## src/assert_macros.svh

```systemverilog
// Assertion macros shared by the frame table RTL.
// No dependencies; clock and reset are taken from the including module.
`ifndef ASSERT_MACROS_SVH
`define ASSERT_MACROS_SVH

// Same-cycle implication, disabled during reset.
`define PBFT_ASSERT_NOW(lbl, ante, cons) \
   lbl: assert property (@(posedge clock) disable iff (reset) (ante) |-> (cons)) \
      else $error("frame table check failed");

// Next-cycle implication, disabled during reset.
`define PBFT_ASSERT_NEXT(lbl, ante, cons) \
   lbl: assert property (@(posedge clock) disable iff (reset) (ante) |=> (cons)) \
      else $error("frame table check failed");

`endif

```

## src/pbft_pkg.sv

```systemverilog
// Package for the buffer-pool frame table: widths, codes, frame and result types.
// No dependencies.
`timescale 1ns / 1ps
`default_nettype none
package pbft_pkg;
   localparam int PAGE_BITS      = 20;
   localparam int FRAME_IDX_BITS = 4;
   localparam int PIN_BITS       = 16;
   localparam int STAMP_BITS     = 32;
   localparam int COUNT_BITS     = 32;
   localparam int STATUS_BITS    = 2;
   localparam int REQ_BITS       = 3;
   localparam int CSR_IDX_BITS   = 1;
   localparam int CSR_DATA_BITS  = 5;
   localparam int DEF_NUM_FRAMES = 16;

   localparam logic [REQ_BITS-1:0] REQ_PIN   = 3'd0;
   localparam logic [REQ_BITS-1:0] REQ_UNPIN = 3'd1;
   localparam logic [REQ_BITS-1:0] REQ_DIRTY = 3'd2;
   localparam logic [REQ_BITS-1:0] REQ_FORCE = 3'd3;
   localparam logic [REQ_BITS-1:0] REQ_FLUSH = 3'd4;
   localparam logic [REQ_BITS-1:0] REQ_QUERY = 3'd5;

   localparam logic [STATUS_BITS-1:0] STS_OK   = 2'd0;
   localparam logic [STATUS_BITS-1:0] STS_MISS = 2'd1;
   localparam logic [STATUS_BITS-1:0] STS_FULL = 2'd2;

   localparam logic [CSR_IDX_BITS-1:0] CSR_POLICY = 1'd0;
   localparam logic [CSR_IDX_BITS-1:0] CSR_FRAMES = 1'd1;
   localparam logic [CSR_DATA_BITS-1:0] FRAMES_RESET = 5'd16;

   typedef struct packed {
      logic                  used;
      logic [PAGE_BITS-1:0]  page;
      logic [PIN_BITS-1:0]   pins;
      logic                  dirty;
      logic [STAMP_BITS-1:0] stamp;
   } frame_type;

   typedef struct packed {
      logic [STATUS_BITS-1:0]    status;
      logic [FRAME_IDX_BITS-1:0] idx;
      logic                      show;
      frame_type                 fr;
      logic                      fetch;
      logic                      evict;
      logic [PAGE_BITS-1:0]      evict_page;
   } res_type;

   typedef enum logic [2:0] {
      S_IDLE, S_SCAN, S_DECIDE, S_APPLY, S_FLUSH, S_DONE
   } state_type;

   typedef enum logic [2:0] {
      ACT_HIT, ACT_LOAD, ACT_UNPIN, ACT_DIRTY, ACT_FORCE, ACT_QUERY
   } act_type;
endpackage
`default_nettype wire

```

## src/pbft_ifs.sv

```systemverilog
// Channel interfaces of the frame table: request, response and register write.
// Depends on pbft_pkg.
`timescale 1ns / 1ps
`default_nettype none
interface pbft_req_if;
   logic                               valid;
   logic                               ready;
   logic [pbft_pkg::REQ_BITS-1:0]      req_type;
   logic [pbft_pkg::PAGE_BITS-1:0]     page_num;
   logic [pbft_pkg::FRAME_IDX_BITS-1:0] frame_index;
   modport source (output valid, req_type, page_num, frame_index, input ready);
   modport sink (input valid, req_type, page_num, frame_index, output ready);
endinterface

interface pbft_rsp_if;
   logic                                valid;
   logic                                ready;
   logic [pbft_pkg::STATUS_BITS-1:0]    status;
   logic [pbft_pkg::FRAME_IDX_BITS-1:0] frame_index_res;
   logic                                frame_valid;
   logic [pbft_pkg::PAGE_BITS-1:0]      page_num_res;
   logic [pbft_pkg::PIN_BITS-1:0]       fix_count;
   logic                                dirty;
   logic                                fetch_valid;
   logic                                evict_valid;
   logic [pbft_pkg::PAGE_BITS-1:0]      evict_page;
   logic [pbft_pkg::COUNT_BITS-1:0]     read_count;
   logic [pbft_pkg::COUNT_BITS-1:0]     write_count;
   logic                                last;
   modport source (output valid, status, frame_index_res, frame_valid, page_num_res,
                   fix_count, dirty, fetch_valid, evict_valid, evict_page,
                   read_count, write_count, last, input ready);
   modport sink (input valid, status, frame_index_res, frame_valid, page_num_res,
                 fix_count, dirty, fetch_valid, evict_valid, evict_page,
                 read_count, write_count, last, output ready);
endinterface

interface pbft_csr_if;
   logic                               valid;
   logic                               ready;
   logic [pbft_pkg::CSR_IDX_BITS-1:0]  index;
   logic [pbft_pkg::CSR_DATA_BITS-1:0] data;
   modport source (output valid, index, data, input ready);
   modport sink (input valid, index, data, output ready);
endinterface
`default_nettype wire

```

## src/page_buffer_pool_frame_table_core.sv

```systemverilog
// Top level of the buffer-pool frame table: request sequencer and frame ring.
// Depends on pbft_pkg, pbft_ifs, pbft_cell and assert_macros.svh.
//
// The frame records live in a ring of NUM_FRAMES cells that rotates one cell
// per cycle, while a request is in scan, update or flush, past a single head
// position, where the sequencer inspects and updates them. A request is taken
// only while the block is idle. Pin, unpin, mark dirty and force take one scan
// rotation and one update rotation; a pin with no unpinned frame and a miss
// take only the scan rotation. An in-range query takes one update rotation.
// Flush takes one rotation, and the ring holds while a write-back result
// waits on the response channel.
// A response waits in an output register; responses carry the read and
// write-back counts as they stand when each response is produced.
`timescale 1ns / 1ps
`default_nettype none
module page_buffer_pool_frame_table_core #(
   parameter int NUM_FRAMES = pbft_pkg::DEF_NUM_FRAMES
) (
   input  logic clock,
   input  logic reset,
   pbft_req_if.sink   req_ch,
   pbft_rsp_if.source rsp_ch,
   pbft_csr_if.sink   csr_ch
);
   import pbft_pkg::*;
   `include "assert_macros.svh"

   localparam int IW = (NUM_FRAMES > 1) ? $clog2(NUM_FRAMES) : 1;
   localparam int CW = $clog2(NUM_FRAMES + 1);
   localparam int WW = (CW > CSR_DATA_BITS) ? CW : CSR_DATA_BITS;

   state_type state_ff, state_in;
   act_type   act_ff, act_in;
   logic [IW-1:0] idx_ff, idx_in, target_ff, target_in, fifo_ff, fifo_in;
   logic [REQ_BITS-1:0]       type_ff, type_in;
   logic [PAGE_BITS-1:0]      page_ff, page_in;
   logic [FRAME_IDX_BITS-1:0] fi_ff, fi_in;
   logic hit_f_ff, hit_f_in, emp_f_ff, emp_f_in, lru_f_ff, lru_f_in;
   logic fa_f_ff, fa_f_in, fb_f_ff, fb_f_in;
   logic [IW-1:0] hit_i_ff, hit_i_in, emp_i_ff, emp_i_in, lru_i_ff, lru_i_in;
   logic [IW-1:0] fa_i_ff, fa_i_in, fb_i_ff, fb_i_in;
   logic [STAMP_BITS-1:0] lru_s_ff, lru_s_in, clock_ff, clock_in;
   logic [COUNT_BITS-1:0] reads_ff, reads_in, writes_ff, writes_in;
   logic policy_ff;
   logic [CSR_DATA_BITS-1:0] frames_ff;
   res_type pend_ff, pend_in;
   logic    pend_v_ff, pend_v_in;
   res_type out_res_ff;
   logic    out_v_ff, out_last_ff;
   logic [COUNT_BITS-1:0] out_reads_ff, out_writes_ff;

   frame_type cell_d [NUM_FRAMES];
   frame_type cell_q [NUM_FRAMES];
   frame_type head, head_new;
   logic shift, push, push_last, out_busy, in_pool, last_step, found, shown;
   logic [WW-1:0] frames_w, pool_w;
   logic [CW-1:0] pool_n;
   logic [IW-1:0] start, victim;
   logic          victim_ok;

   genvar k;
   generate
      for (k = 0; k < NUM_FRAMES; k++) begin : g_ring
         if (k == NUM_FRAMES - 1) begin : g_tail
            assign cell_d[k] = head_new;
         end else begin : g_mid
            assign cell_d[k] = cell_q[k+1];
         end
         pbft_cell u_cell (
            .clock(clock), .reset(reset), .shift(shift), .d(cell_d[k]), .q(cell_q[k])
         );
      end
   endgenerate

   assign head     = cell_q[0];
   assign frames_w = WW'(frames_ff);
   assign pool_w   = (frames_w == '0) ? WW'(1) :
                     ((frames_w > WW'(NUM_FRAMES)) ? WW'(NUM_FRAMES) : frames_w);
   assign pool_n    = CW'(pool_w);
   assign in_pool   = CW'(idx_ff) < pool_n;
   assign last_step = idx_ff == IW'(NUM_FRAMES - 1);
   assign start     = (CW'(fifo_ff) < pool_n) ? fifo_ff : '0;
   assign out_busy  = out_v_ff && !rsp_ch.ready;
   assign found     = in_pool && head.used && head.pins == '0 && head.dirty;

   always_comb begin
      state_in  = state_ff;
      act_in    = act_ff;
      idx_in    = idx_ff;
      target_in = target_ff;
      fifo_in   = fifo_ff;
      type_in   = type_ff;
      page_in   = page_ff;
      fi_in     = fi_ff;
      hit_f_in  = hit_f_ff;  hit_i_in = hit_i_ff;
      emp_f_in  = emp_f_ff;  emp_i_in = emp_i_ff;
      lru_f_in  = lru_f_ff;  lru_i_in = lru_i_ff;  lru_s_in = lru_s_ff;
      fa_f_in   = fa_f_ff;   fa_i_in  = fa_i_ff;
      fb_f_in   = fb_f_ff;   fb_i_in  = fb_i_ff;
      clock_in  = clock_ff;
      reads_in  = reads_ff;
      writes_in = writes_ff;
      pend_in   = pend_ff;
      pend_v_in = pend_v_ff;
      head_new  = head;
      shift     = 1'b0;
      push      = 1'b0;
      push_last = 1'b1;
      victim    = '0;
      victim_ok = 1'b0;
      req_ch.ready = 1'b0;
      case (state_ff)
         S_IDLE: begin
            req_ch.ready = 1'b1;
            if (req_ch.valid) begin
               type_in  = req_ch.req_type;
               page_in  = req_ch.page_num;
               fi_in    = req_ch.frame_index;
               idx_in   = '0;
               hit_f_in = 1'b0;
               emp_f_in = 1'b0;
               lru_f_in = 1'b0;
               fa_f_in  = 1'b0;
               fb_f_in  = 1'b0;
               pend_in  = '0;
               pend_v_in = 1'b0;
               case (req_ch.req_type)
                  REQ_PIN, REQ_UNPIN, REQ_DIRTY, REQ_FORCE: state_in = S_SCAN;
                  REQ_FLUSH: state_in = S_FLUSH;
                  REQ_QUERY: begin
                     if (WW'(req_ch.frame_index) >= pool_w) begin
                        pend_in.status = STS_MISS;
                        pend_in.idx    = req_ch.frame_index;
                        state_in       = S_DONE;
                     end else begin
                        target_in = IW'(req_ch.frame_index);
                        act_in    = ACT_QUERY;
                        state_in  = S_APPLY;
                     end
                  end
                  default: state_in = S_IDLE;
               endcase
            end
         end
         S_SCAN: begin
            shift = 1'b1;
            if (in_pool) begin
               if (!hit_f_ff && head.used && head.page == page_ff) begin
                  hit_f_in = 1'b1;
                  hit_i_in = idx_ff;
               end
               if (!emp_f_ff && !head.used) begin
                  emp_f_in = 1'b1;
                  emp_i_in = idx_ff;
               end
               if (head.pins == '0) begin
                  if (!lru_f_ff || head.stamp < lru_s_ff) begin
                     lru_f_in = 1'b1;
                     lru_i_in = idx_ff;
                     lru_s_in = head.stamp;
                  end
                  if (!fa_f_ff && idx_ff >= start) begin
                     fa_f_in = 1'b1;
                     fa_i_in = idx_ff;
                  end
                  if (!fb_f_ff) begin
                     fb_f_in = 1'b1;
                     fb_i_in = idx_ff;
                  end
               end
            end
            idx_in = last_step ? '0 : idx_ff + 1'b1;
            if (last_step) begin
               state_in = S_DECIDE;
            end
         end
         S_DECIDE: begin
            pend_in = '0;
            case (type_ff)
               REQ_PIN: begin
                  if (hit_f_ff) begin
                     target_in = hit_i_ff;
                     act_in    = ACT_HIT;
                     state_in  = S_APPLY;
                  end else if (emp_f_ff) begin
                     target_in = emp_i_ff;
                     act_in    = ACT_LOAD;
                     state_in  = S_APPLY;
                  end else begin
                     if (policy_ff) begin
                        victim_ok = lru_f_ff;
                        victim    = lru_i_ff;
                     end else begin
                        victim_ok = fa_f_ff || fb_f_ff;
                        victim    = fa_f_ff ? fa_i_ff : fb_i_ff;
                        if (victim_ok) begin
                           fifo_in = (CW'(victim) + 1'b1 == pool_n) ? '0 : victim + 1'b1;
                        end
                     end
                     if (victim_ok) begin
                        target_in = victim;
                        act_in    = ACT_LOAD;
                        state_in  = S_APPLY;
                     end else begin
                        pend_in.status = STS_FULL;
                        state_in       = S_DONE;
                     end
                  end
               end
               REQ_UNPIN, REQ_DIRTY, REQ_FORCE: begin
                  if (hit_f_ff) begin
                     target_in = hit_i_ff;
                     act_in    = (type_ff == REQ_UNPIN) ? ACT_UNPIN :
                                 ((type_ff == REQ_DIRTY) ? ACT_DIRTY : ACT_FORCE);
                     state_in  = S_APPLY;
                  end else begin
                     pend_in.status = STS_MISS;
                     state_in       = S_DONE;
                  end
               end
               default: state_in = S_IDLE;
            endcase
         end
         S_APPLY: begin
            shift = 1'b1;
            if (idx_ff == target_ff) begin
               pend_in        = '0;
               pend_in.status = STS_OK;
               pend_in.idx    = FRAME_IDX_BITS'(target_ff);
               pend_in.show   = 1'b1;
               case (act_ff)
                  ACT_HIT: begin
                     if (head.pins != '1) begin
                        head_new.pins = head.pins + 1'b1;
                     end
                     head_new.stamp = clock_ff + 1'b1;
                     clock_in       = clock_ff + 1'b1;
                  end
                  ACT_LOAD: begin
                     pend_in.fetch = 1'b1;
                     if (head.dirty) begin
                        pend_in.evict      = 1'b1;
                        pend_in.evict_page = head.page;
                        writes_in          = writes_ff + 1'b1;
                     end
                     head_new.used  = 1'b1;
                     head_new.page  = page_ff;
                     head_new.pins  = PIN_BITS'(1);
                     head_new.dirty = 1'b0;
                     head_new.stamp = clock_ff + 1'b1;
                     clock_in       = clock_ff + 1'b1;
                     reads_in       = reads_ff + 1'b1;
                  end
                  ACT_UNPIN: begin
                     if (head.pins != '0) begin
                        head_new.pins = head.pins - 1'b1;
                     end
                  end
                  ACT_DIRTY: head_new.dirty = 1'b1;
                  ACT_FORCE: begin
                     if (head.dirty) begin
                        pend_in.evict      = 1'b1;
                        pend_in.evict_page = head.page;
                        writes_in          = writes_ff + 1'b1;
                        head_new.dirty     = 1'b0;
                     end
                  end
                  default: head_new = head;
               endcase
               pend_in.fr = head_new;
            end
            idx_in = last_step ? '0 : idx_ff + 1'b1;
            if (last_step) begin
               state_in = S_DONE;
            end
         end
         S_FLUSH: begin
            if (!(found && pend_v_ff && out_busy)) begin
               shift = 1'b1;
               if (found) begin
                  head_new.dirty = 1'b0;
                  writes_in      = writes_ff + 1'b1;
                  if (pend_v_ff) begin
                     push      = 1'b1;
                     push_last = 1'b0;
                  end
                  pend_in            = '0;
                  pend_in.status     = STS_OK;
                  pend_in.idx        = FRAME_IDX_BITS'(idx_ff);
                  pend_in.show       = 1'b1;
                  pend_in.fr         = head_new;
                  pend_in.evict      = 1'b1;
                  pend_in.evict_page = head.page;
                  pend_v_in          = 1'b1;
               end
               idx_in = last_step ? '0 : idx_ff + 1'b1;
               if (last_step) begin
                  state_in = S_DONE;
               end
            end
         end
         S_DONE: begin
            if (!out_busy) begin
               push     = 1'b1;
               state_in = S_IDLE;
            end
         end
         default: state_in = S_IDLE;
      endcase
   end

   always_ff @(posedge clock) begin
      if (reset) begin
         state_ff  <= S_IDLE;
         fifo_ff   <= '0;
         clock_ff  <= '0;
         reads_ff  <= '0;
         writes_ff <= '0;
         pend_v_ff <= 1'b0;
         out_v_ff  <= 1'b0;
         policy_ff <= 1'b0;
         frames_ff <= FRAMES_RESET;
      end else begin
         state_ff  <= state_in;
         fifo_ff   <= fifo_in;
         clock_ff  <= clock_in;
         reads_ff  <= reads_in;
         writes_ff <= writes_in;
         pend_v_ff <= pend_v_in;
         out_v_ff  <= push ? 1'b1 : (rsp_ch.ready ? 1'b0 : out_v_ff);
         if (csr_ch.valid) begin
            case (csr_ch.index)
               CSR_POLICY: policy_ff <= csr_ch.data[0];
               CSR_FRAMES: frames_ff <= csr_ch.data;
               default: frames_ff <= frames_ff;
            endcase
         end
      end
   end

   always_ff @(posedge clock) begin
      act_ff    <= act_in;
      idx_ff    <= idx_in;
      target_ff <= target_in;
      type_ff   <= type_in;
      page_ff   <= page_in;
      fi_ff     <= fi_in;
      hit_f_ff  <= hit_f_in;  hit_i_ff <= hit_i_in;
      emp_f_ff  <= emp_f_in;  emp_i_ff <= emp_i_in;
      lru_f_ff  <= lru_f_in;  lru_i_ff <= lru_i_in;  lru_s_ff <= lru_s_in;
      fa_f_ff   <= fa_f_in;   fa_i_ff  <= fa_i_in;
      fb_f_ff   <= fb_f_in;   fb_i_ff  <= fb_i_in;
      pend_ff   <= pend_in;
      if (push) begin
         out_res_ff    <= pend_ff;
         out_last_ff   <= push_last;
         out_reads_ff  <= reads_ff;
         out_writes_ff <= writes_ff;
      end
   end

   assign csr_ch.ready = 1'b1;

   assign shown                  = out_res_ff.show && out_res_ff.fr.used;
   assign rsp_ch.valid           = out_v_ff;
   assign rsp_ch.status          = out_res_ff.status;
   assign rsp_ch.frame_index_res = out_res_ff.idx;
   assign rsp_ch.frame_valid     = shown;
   assign rsp_ch.page_num_res    = shown ? out_res_ff.fr.page : '0;
   assign rsp_ch.fix_count       = out_res_ff.show ? out_res_ff.fr.pins : '0;
   assign rsp_ch.dirty           = out_res_ff.show && out_res_ff.fr.dirty;
   assign rsp_ch.fetch_valid     = out_res_ff.fetch;
   assign rsp_ch.evict_valid     = out_res_ff.evict;
   assign rsp_ch.evict_page      = out_res_ff.evict_page;
   assign rsp_ch.read_count      = out_reads_ff;
   assign rsp_ch.write_count     = out_writes_ff;
   assign rsp_ch.last            = out_last_ff;

   `PBFT_ASSERT_NEXT(a_busy_after_req, req_ch.valid && req_ch.ready && req_ch.req_type <= REQ_QUERY, state_ff != S_IDLE)
   `PBFT_ASSERT_NEXT(a_done_pushes, state_ff == S_DONE && !out_busy, out_v_ff && state_ff == S_IDLE)
   `PBFT_ASSERT_NEXT(a_writes_step, 1'b1, writes_ff == $past(writes_ff) || writes_ff == $past(writes_ff) + 1'b1)
   `PBFT_ASSERT_NOW(a_ring_idle, state_ff == S_IDLE || state_ff == S_DONE || state_ff == S_DECIDE, !shift)
endmodule
`default_nettype wire

```

## src/pbft_cell.sv

```systemverilog
// One frame cell of the rotating frame ring: holds a frame record and
// takes its neighbour's record on each shift. Depends on pbft_pkg.
`timescale 1ns / 1ps
`default_nettype none
module pbft_cell (
   input  logic                clock,
   input  logic                reset,
   input  logic                shift,
   input  pbft_pkg::frame_type d,
   output pbft_pkg::frame_type q
);
   import pbft_pkg::*;

   logic                  used_ff;
   logic [PAGE_BITS-1:0]  page_ff;
   logic [PIN_BITS-1:0]   pins_ff;
   logic                  dirty_ff;
   logic [STAMP_BITS-1:0] stamp_ff;

   always_ff @(posedge clock) begin
      if (reset) begin
         used_ff  <= 1'b0;
         pins_ff  <= '0;
         dirty_ff <= 1'b0;
         stamp_ff <= '0;
      end else if (shift) begin
         used_ff  <= d.used;
         pins_ff  <= d.pins;
         dirty_ff <= d.dirty;
         stamp_ff <= d.stamp;
      end
   end

   always_ff @(posedge clock) begin
      if (shift) begin
         page_ff <= d.page;
      end
   end

   assign q = '{used: used_ff, page: page_ff, pins: pins_ff, dirty: dirty_ff,
                stamp: stamp_ff};
endmodule
`default_nettype wire
```

## src/flat_wrapper.sv

```systemverilog
// flat-port wrapper written by rule: the top's interface ports become plain ports
module page_buffer_pool_frame_table_core_flat import pbft_pkg::*;
#(
   parameter int NUM_FRAMES = pbft_pkg::DEF_NUM_FRAMES
)
  (clock, reset, req_ch_valid, req_ch_req_type, req_ch_page_num, req_ch_frame_index, req_ch_ready, rsp_ch_valid, rsp_ch_status, rsp_ch_frame_index_res, rsp_ch_frame_valid, rsp_ch_page_num_res, rsp_ch_fix_count, rsp_ch_dirty, rsp_ch_fetch_valid, rsp_ch_evict_valid, rsp_ch_evict_page, rsp_ch_read_count, rsp_ch_write_count, rsp_ch_last, rsp_ch_ready, csr_ch_valid, csr_ch_index, csr_ch_data, csr_ch_ready);
  pbft_req_if req_ch_i ();
  pbft_rsp_if rsp_ch_i ();
  pbft_csr_if csr_ch_i ();
  input  logic clock;
  input  logic reset;
  input wire logic [$bits(req_ch_i.valid)-1:0] req_ch_valid;
  input wire logic [$bits(req_ch_i.req_type)-1:0] req_ch_req_type;
  input wire logic [$bits(req_ch_i.page_num)-1:0] req_ch_page_num;
  input wire logic [$bits(req_ch_i.frame_index)-1:0] req_ch_frame_index;
  output wire logic [$bits(req_ch_i.ready)-1:0] req_ch_ready;
  output wire logic [$bits(rsp_ch_i.valid)-1:0] rsp_ch_valid;
  output wire logic [$bits(rsp_ch_i.status)-1:0] rsp_ch_status;
  output wire logic [$bits(rsp_ch_i.frame_index_res)-1:0] rsp_ch_frame_index_res;
  output wire logic [$bits(rsp_ch_i.frame_valid)-1:0] rsp_ch_frame_valid;
  output wire logic [$bits(rsp_ch_i.page_num_res)-1:0] rsp_ch_page_num_res;
  output wire logic [$bits(rsp_ch_i.fix_count)-1:0] rsp_ch_fix_count;
  output wire logic [$bits(rsp_ch_i.dirty)-1:0] rsp_ch_dirty;
  output wire logic [$bits(rsp_ch_i.fetch_valid)-1:0] rsp_ch_fetch_valid;
  output wire logic [$bits(rsp_ch_i.evict_valid)-1:0] rsp_ch_evict_valid;
  output wire logic [$bits(rsp_ch_i.evict_page)-1:0] rsp_ch_evict_page;
  output wire logic [$bits(rsp_ch_i.read_count)-1:0] rsp_ch_read_count;
  output wire logic [$bits(rsp_ch_i.write_count)-1:0] rsp_ch_write_count;
  output wire logic [$bits(rsp_ch_i.last)-1:0] rsp_ch_last;
  input wire logic [$bits(rsp_ch_i.ready)-1:0] rsp_ch_ready;
  input wire logic [$bits(csr_ch_i.valid)-1:0] csr_ch_valid;
  input wire logic [$bits(csr_ch_i.index)-1:0] csr_ch_index;
  input wire logic [$bits(csr_ch_i.data)-1:0] csr_ch_data;
  output wire logic [$bits(csr_ch_i.ready)-1:0] csr_ch_ready;
  assign req_ch_i.valid = req_ch_valid;
  assign req_ch_i.req_type = req_ch_req_type;
  assign req_ch_i.page_num = req_ch_page_num;
  assign req_ch_i.frame_index = req_ch_frame_index;
  assign req_ch_ready = req_ch_i.ready;
  assign rsp_ch_valid = rsp_ch_i.valid;
  assign rsp_ch_status = rsp_ch_i.status;
  assign rsp_ch_frame_index_res = rsp_ch_i.frame_index_res;
  assign rsp_ch_frame_valid = rsp_ch_i.frame_valid;
  assign rsp_ch_page_num_res = rsp_ch_i.page_num_res;
  assign rsp_ch_fix_count = rsp_ch_i.fix_count;
  assign rsp_ch_dirty = rsp_ch_i.dirty;
  assign rsp_ch_fetch_valid = rsp_ch_i.fetch_valid;
  assign rsp_ch_evict_valid = rsp_ch_i.evict_valid;
  assign rsp_ch_evict_page = rsp_ch_i.evict_page;
  assign rsp_ch_read_count = rsp_ch_i.read_count;
  assign rsp_ch_write_count = rsp_ch_i.write_count;
  assign rsp_ch_last = rsp_ch_i.last;
  assign rsp_ch_i.ready = rsp_ch_ready;
  assign csr_ch_i.valid = csr_ch_valid;
  assign csr_ch_i.index = csr_ch_index;
  assign csr_ch_i.data = csr_ch_data;
  assign csr_ch_ready = csr_ch_i.ready;
  page_buffer_pool_frame_table_core #(.NUM_FRAMES(NUM_FRAMES)) u_core (.clock(clock), .reset(reset), .req_ch(req_ch_i), .rsp_ch(rsp_ch_i), .csr_ch(csr_ch_i));
endmodule
```

## config.mk

```make
export PLATFORM = sky130hd
export DESIGN_NAME = page_buffer_pool_frame_table_core_flat
export DESIGN_NICKNAME = d
export VERILOG_FILES = /design/src/pbft_pkg.sv /design/src/pbft_ifs.sv /design/src/page_buffer_pool_frame_table_core.sv /design/src/pbft_cell.sv /design/src/flat_wrapper.sv
export VERILOG_INCLUDE_DIRS = /design/src /design/src/src
export SDC_FILE = /design/constraint.sdc
export NUM_CORES = 2
export LEC_CHECK = 0
export ABC_AREA = 0
export BUFFER_PORTS_ARGS = -buffer_cell sky130_fd_sc_hd__buf_2
export CORE_MARGIN = 2
export CORE_UTILIZATION = 56
export CTS_BUF_LIST = sky130_fd_sc_hd__clkbuf_16
export CTS_CLUSTER_DIAMETER = 120
export DETAILED_ROUTE_END_ITERATION = 10
export GPL_ROUTABILITY_DRIVEN = 1
export MAX_ROUTING_LAYER = met4
export PLACE_DENSITY = 0.76
export SYNTH_ARGS = -nofsm -noshare
export SYNTH_HDL_FRONTEND = slang
export SYNTH_SLANG_ARGS = --single-unit
```

## constraint.sdc

```tcl
create_clock -name clock -period 7.64 [get_ports clock]
set_clock_uncertainty 0.1 [all_clocks]
set_input_delay 0.764 -clock clock [delete_from_list [all_inputs] [get_ports clock]]
set_output_delay 0.764 -clock clock [all_outputs]
set_load 0.02 [all_outputs]
```

==> metrics.cfg <==
[global_route]
grt_pass1_vias=35281
antenna_found_initial=3
grt_overflow_total=0
grtUsageTotal_pct=21.9
grt_pass1_wl_um=181000
grt_max_degree=262

[flow_run]
max_cap_viol_count=0

[die]
row_count=116
die_y_um=322
io_pins=172
dieWidth_um=322
coreArea_um2=100000
dieArea_um2=103000
start_util_pct=56.5

[placement]
port_buffers=170
dpl_cell_area_um2=57800
gp_congestion=0.896
dp_hpwl_um=65500
dp_slack_ps=3150
placed_cells=6671

[power]
ir_drop_mv=0.538
p_int_mw=14.7
clkPwrFrac_pct=31.5
seq_power_share_pct=49.9
p_switching_mw=6.90
finalPower_mw=21.6
p_sw_share_pct=31.9
power_leakage_nw=20.8
pwr_density_cell_nw_per_um2=347
combPwrFrac_pct=18.6

[clock_network]
numCtsBuffers=146
htreeDepth=4
ctsHoldBuffers=0
cts_tree=done
cts_setup_buffers=0
clk_latency_ps=740
cts-root-buf=clkbuf_16
clockBufferDepth=3
cts_resized=0
cts_sinks=1521
path_clk_slew_ps=70

[setup_path]
cp_data_arrival_time_ps=5150
worstSetupEndpointType=register
crit_fanout=260
cp-start-kind=register
crit_type=register to register
cp.required_ps=8180

[yosys]
syn_nets=5641
yosysWarnings=0
synth_mux_area_share_pct=0.727
ys_seq_area_share_pct=64.7
synth_top_family_by_area=simple AND/OR/NAND/NOR gates
synth_cells=5551
yosys.area_share.simple_pct=16.9
yosys.area_share.adder_pct=1.15
synth_edf_count=610
yosysTopAreaCellShare_pct=32.4
synthArstFlopShare_pct=0
syn_area_per_cell_um2=10.2
synth_compound_area_share_pct=11.1
ys.flop_type=dfxtp_1
synth.distinct_cells=84
synth_area_leader_cell=edfxtp_1
synth_xor_area_share_pct=1.89
synthTopCellsByArea=edfxtp_1 32%, dfxtp_1 32%, nand2_1 11%
syn_area_um2=56500
synth.ff_latch_count=1521

[sta]
worst_slew_pin_slew_ps=1290
period_share_pct=60.3
max_freq_mhz=217
whs_ps=106
hold_viol_final=0
fin_crit_ps=4610
tns_ps=0
rsz0062_at_grt=false
fin_ws_ps=3030
slew_headroom_pct=13.2
setup_viol=0
drv_slew=0

[min_path]
worst_hold_path_type=input pin to register

[cells_and_area]
layout.nets=5611
postLayoutCellArea_um2=62300
final_cells=6935
area_growth_pct=10.4
fin_util_pct=62.3
drive_gt1_share_pct=8.37
fillers=7718

[routing]
dr.pass1.iters=6
drc=0
detailedRoute.firstIterationViolations=3578
top_layer=met4
vias_per_cell=5.55
post_drt_wl_per_cell_um=16.1
vias=38501
ant_nets=0
drt-met1-wl_um=50300
met3_length_um=5050
totalWireLength_um=111000
wl_met2_um=53300

[status]
status=finished, final reports clean

## cells in the final DEF, fill, tap and decap left out, types with 14 or more instances in the layout
| cell type | count |
|---|---|
| mux2_2 | 24 |
| nor2_1 | 152 |
| buf_4 | 38 |
| o211ai_1 | 22 |
| and2_1 | 46 |
| xor2_1 | 68 |
| buf_2 | 169 |
| inv_1 | 111 |
| nand2_1 | 1655 |
| o31ai_1 | 39 |
| nand3b_1 | 18 |
| a21oi_1 | 841 |
| nand3_1 | 73 |
| ha_1 | 52 |
| nor4_1 | 23 |
| or3_1 | 16 |
| nor3_1 | 43 |
| and4_1 | 17 |
| mux2i_1 | 14 |
| o21ai_0 | 69 |
| a211oi_1 | 14 |
| dfxtp_1 | 911 |
| or4_1 | 36 |
| and3_1 | 35 |
| clkinv_1 | 28 |
| a22o_1 | 24 |
| nand4_1 | 64 |
| edfxtp_1 | 610 |
| clkbuf_16 | 153 |
| xnor2_1 | 54 |
## area by class of cell
class / instances / area (µm²) / area share [%]
antenna: 1 / 2.50 / 0.00401
clock buffer: 153 / 3830 / 6.14
sequential: 1521 / 36600 / 58.6
tap: 1298 / 1620 / 2.61
multi-input combinational: 3568 / 18000 / 28.9
timing repair buffer: 218 / 1350 / 2.16
inverter: 66 / 255 / 0.409
clock inverter: 110 / 732 / 1.17
## path summary, 6_finish.rpt
check                                      startpoint                                   to  cells after the start  slack (ps)
setup reg to reg   u_core.g_ring[0].u_cell.pins_ff[0]  u_core.g_ring[2].u_cell.stamp_ff[7]                     11        3030
hold reg to reg   u_core.g_ring[2].u_cell.page_ff[10]  u_core.g_ring[1].u_cell.page_ff[10]                      0         300
hold / removal                     req_ch_page_num[4]                    u_core.page_ff[4]                      1         110
setup / recovery   u_core.g_ring[0].u_cell.pins_ff[0]  u_core.g_ring[2].u_cell.stamp_ff[7]                     11        3030
## power by group through the flow
| stage | logic (mW) | clock network [mW] | registers [mW] |
|---|---|---|---|
| global route | 4.48 | 7.29 | 10.9 |
| CTS | 4.06 | 6.98 | 10.8 |
| detailed placement | 4.06 | 0 | 11.0 |
| global placement | 4.04 | 0 | 10.9 |
| floorplan | 3.17 | 0 | 11.0 |
| finish | 4.03 | 6.82 | 10.8 |
## routing by layer
metal | GRT usage [%] | vias up
li1 | - | 18980
met1 | 29.3 | 18479
met2 | 34.4 | 838
met3 | 3.29 | 204
met4 | 7.33 | 0
met5 | - | -
## registers in the layout, indices dropped and copies added, names as in the netlist, 39 cells and up
signal,count
u_core.g_ring.u_cell.stamp_ff,512
u_core.g_ring.u_cell.page_ff,320
u_core.g_ring.u_cell.pins_ff,256
u_core.pend_ff,67
u_core.out_res_ff,39
## cell usage after synthesis, types with 17 or more instances
library cell / number
ha_1: 52
dfxtp_1: 911
nor2_1: 155
nand4_1: 64
nand3b_1: 18
and4_1: 17
or4_1: 36
inv_1: 64
edfxtp_1: 610
o211ai_1: 22
o31ai_1: 40
and3_1: 35
and2_1: 46
nand3_1: 73
buf_2: 92
buf_4: 29
nor3_1: 44
xor2_1: 68
a22o_1: 24
nor4_1: 23
xnor2_1: 54
a21oi_1: 841
mux2_2: 24
clkbuf_1: 265
o21ai_0: 70
nand2_1: 1655
## critical path: stages (launching register included)
cell and delay, ps:
dfxtp_1 300, buf_4 170, inv_1 130, ha_1 220, nor3b_2 470, nand3_1 150, nor4_1 360, a21o_4 540
buf_12 670, buf_12 720, nand2_1 150, a21oi_1 200
## cell families (layout without fill, tap and decap cells)
family          Yosys count  count (layout)
xor+xnor                122             122
mux                      38              38
fa+ha+maj                52              52
flops                  1521            1521
compound gates         1120            1120
other cells               1               2
simple gates           2235            2235
buf+inv                 462             547
(Power assumes the default switching activity.)
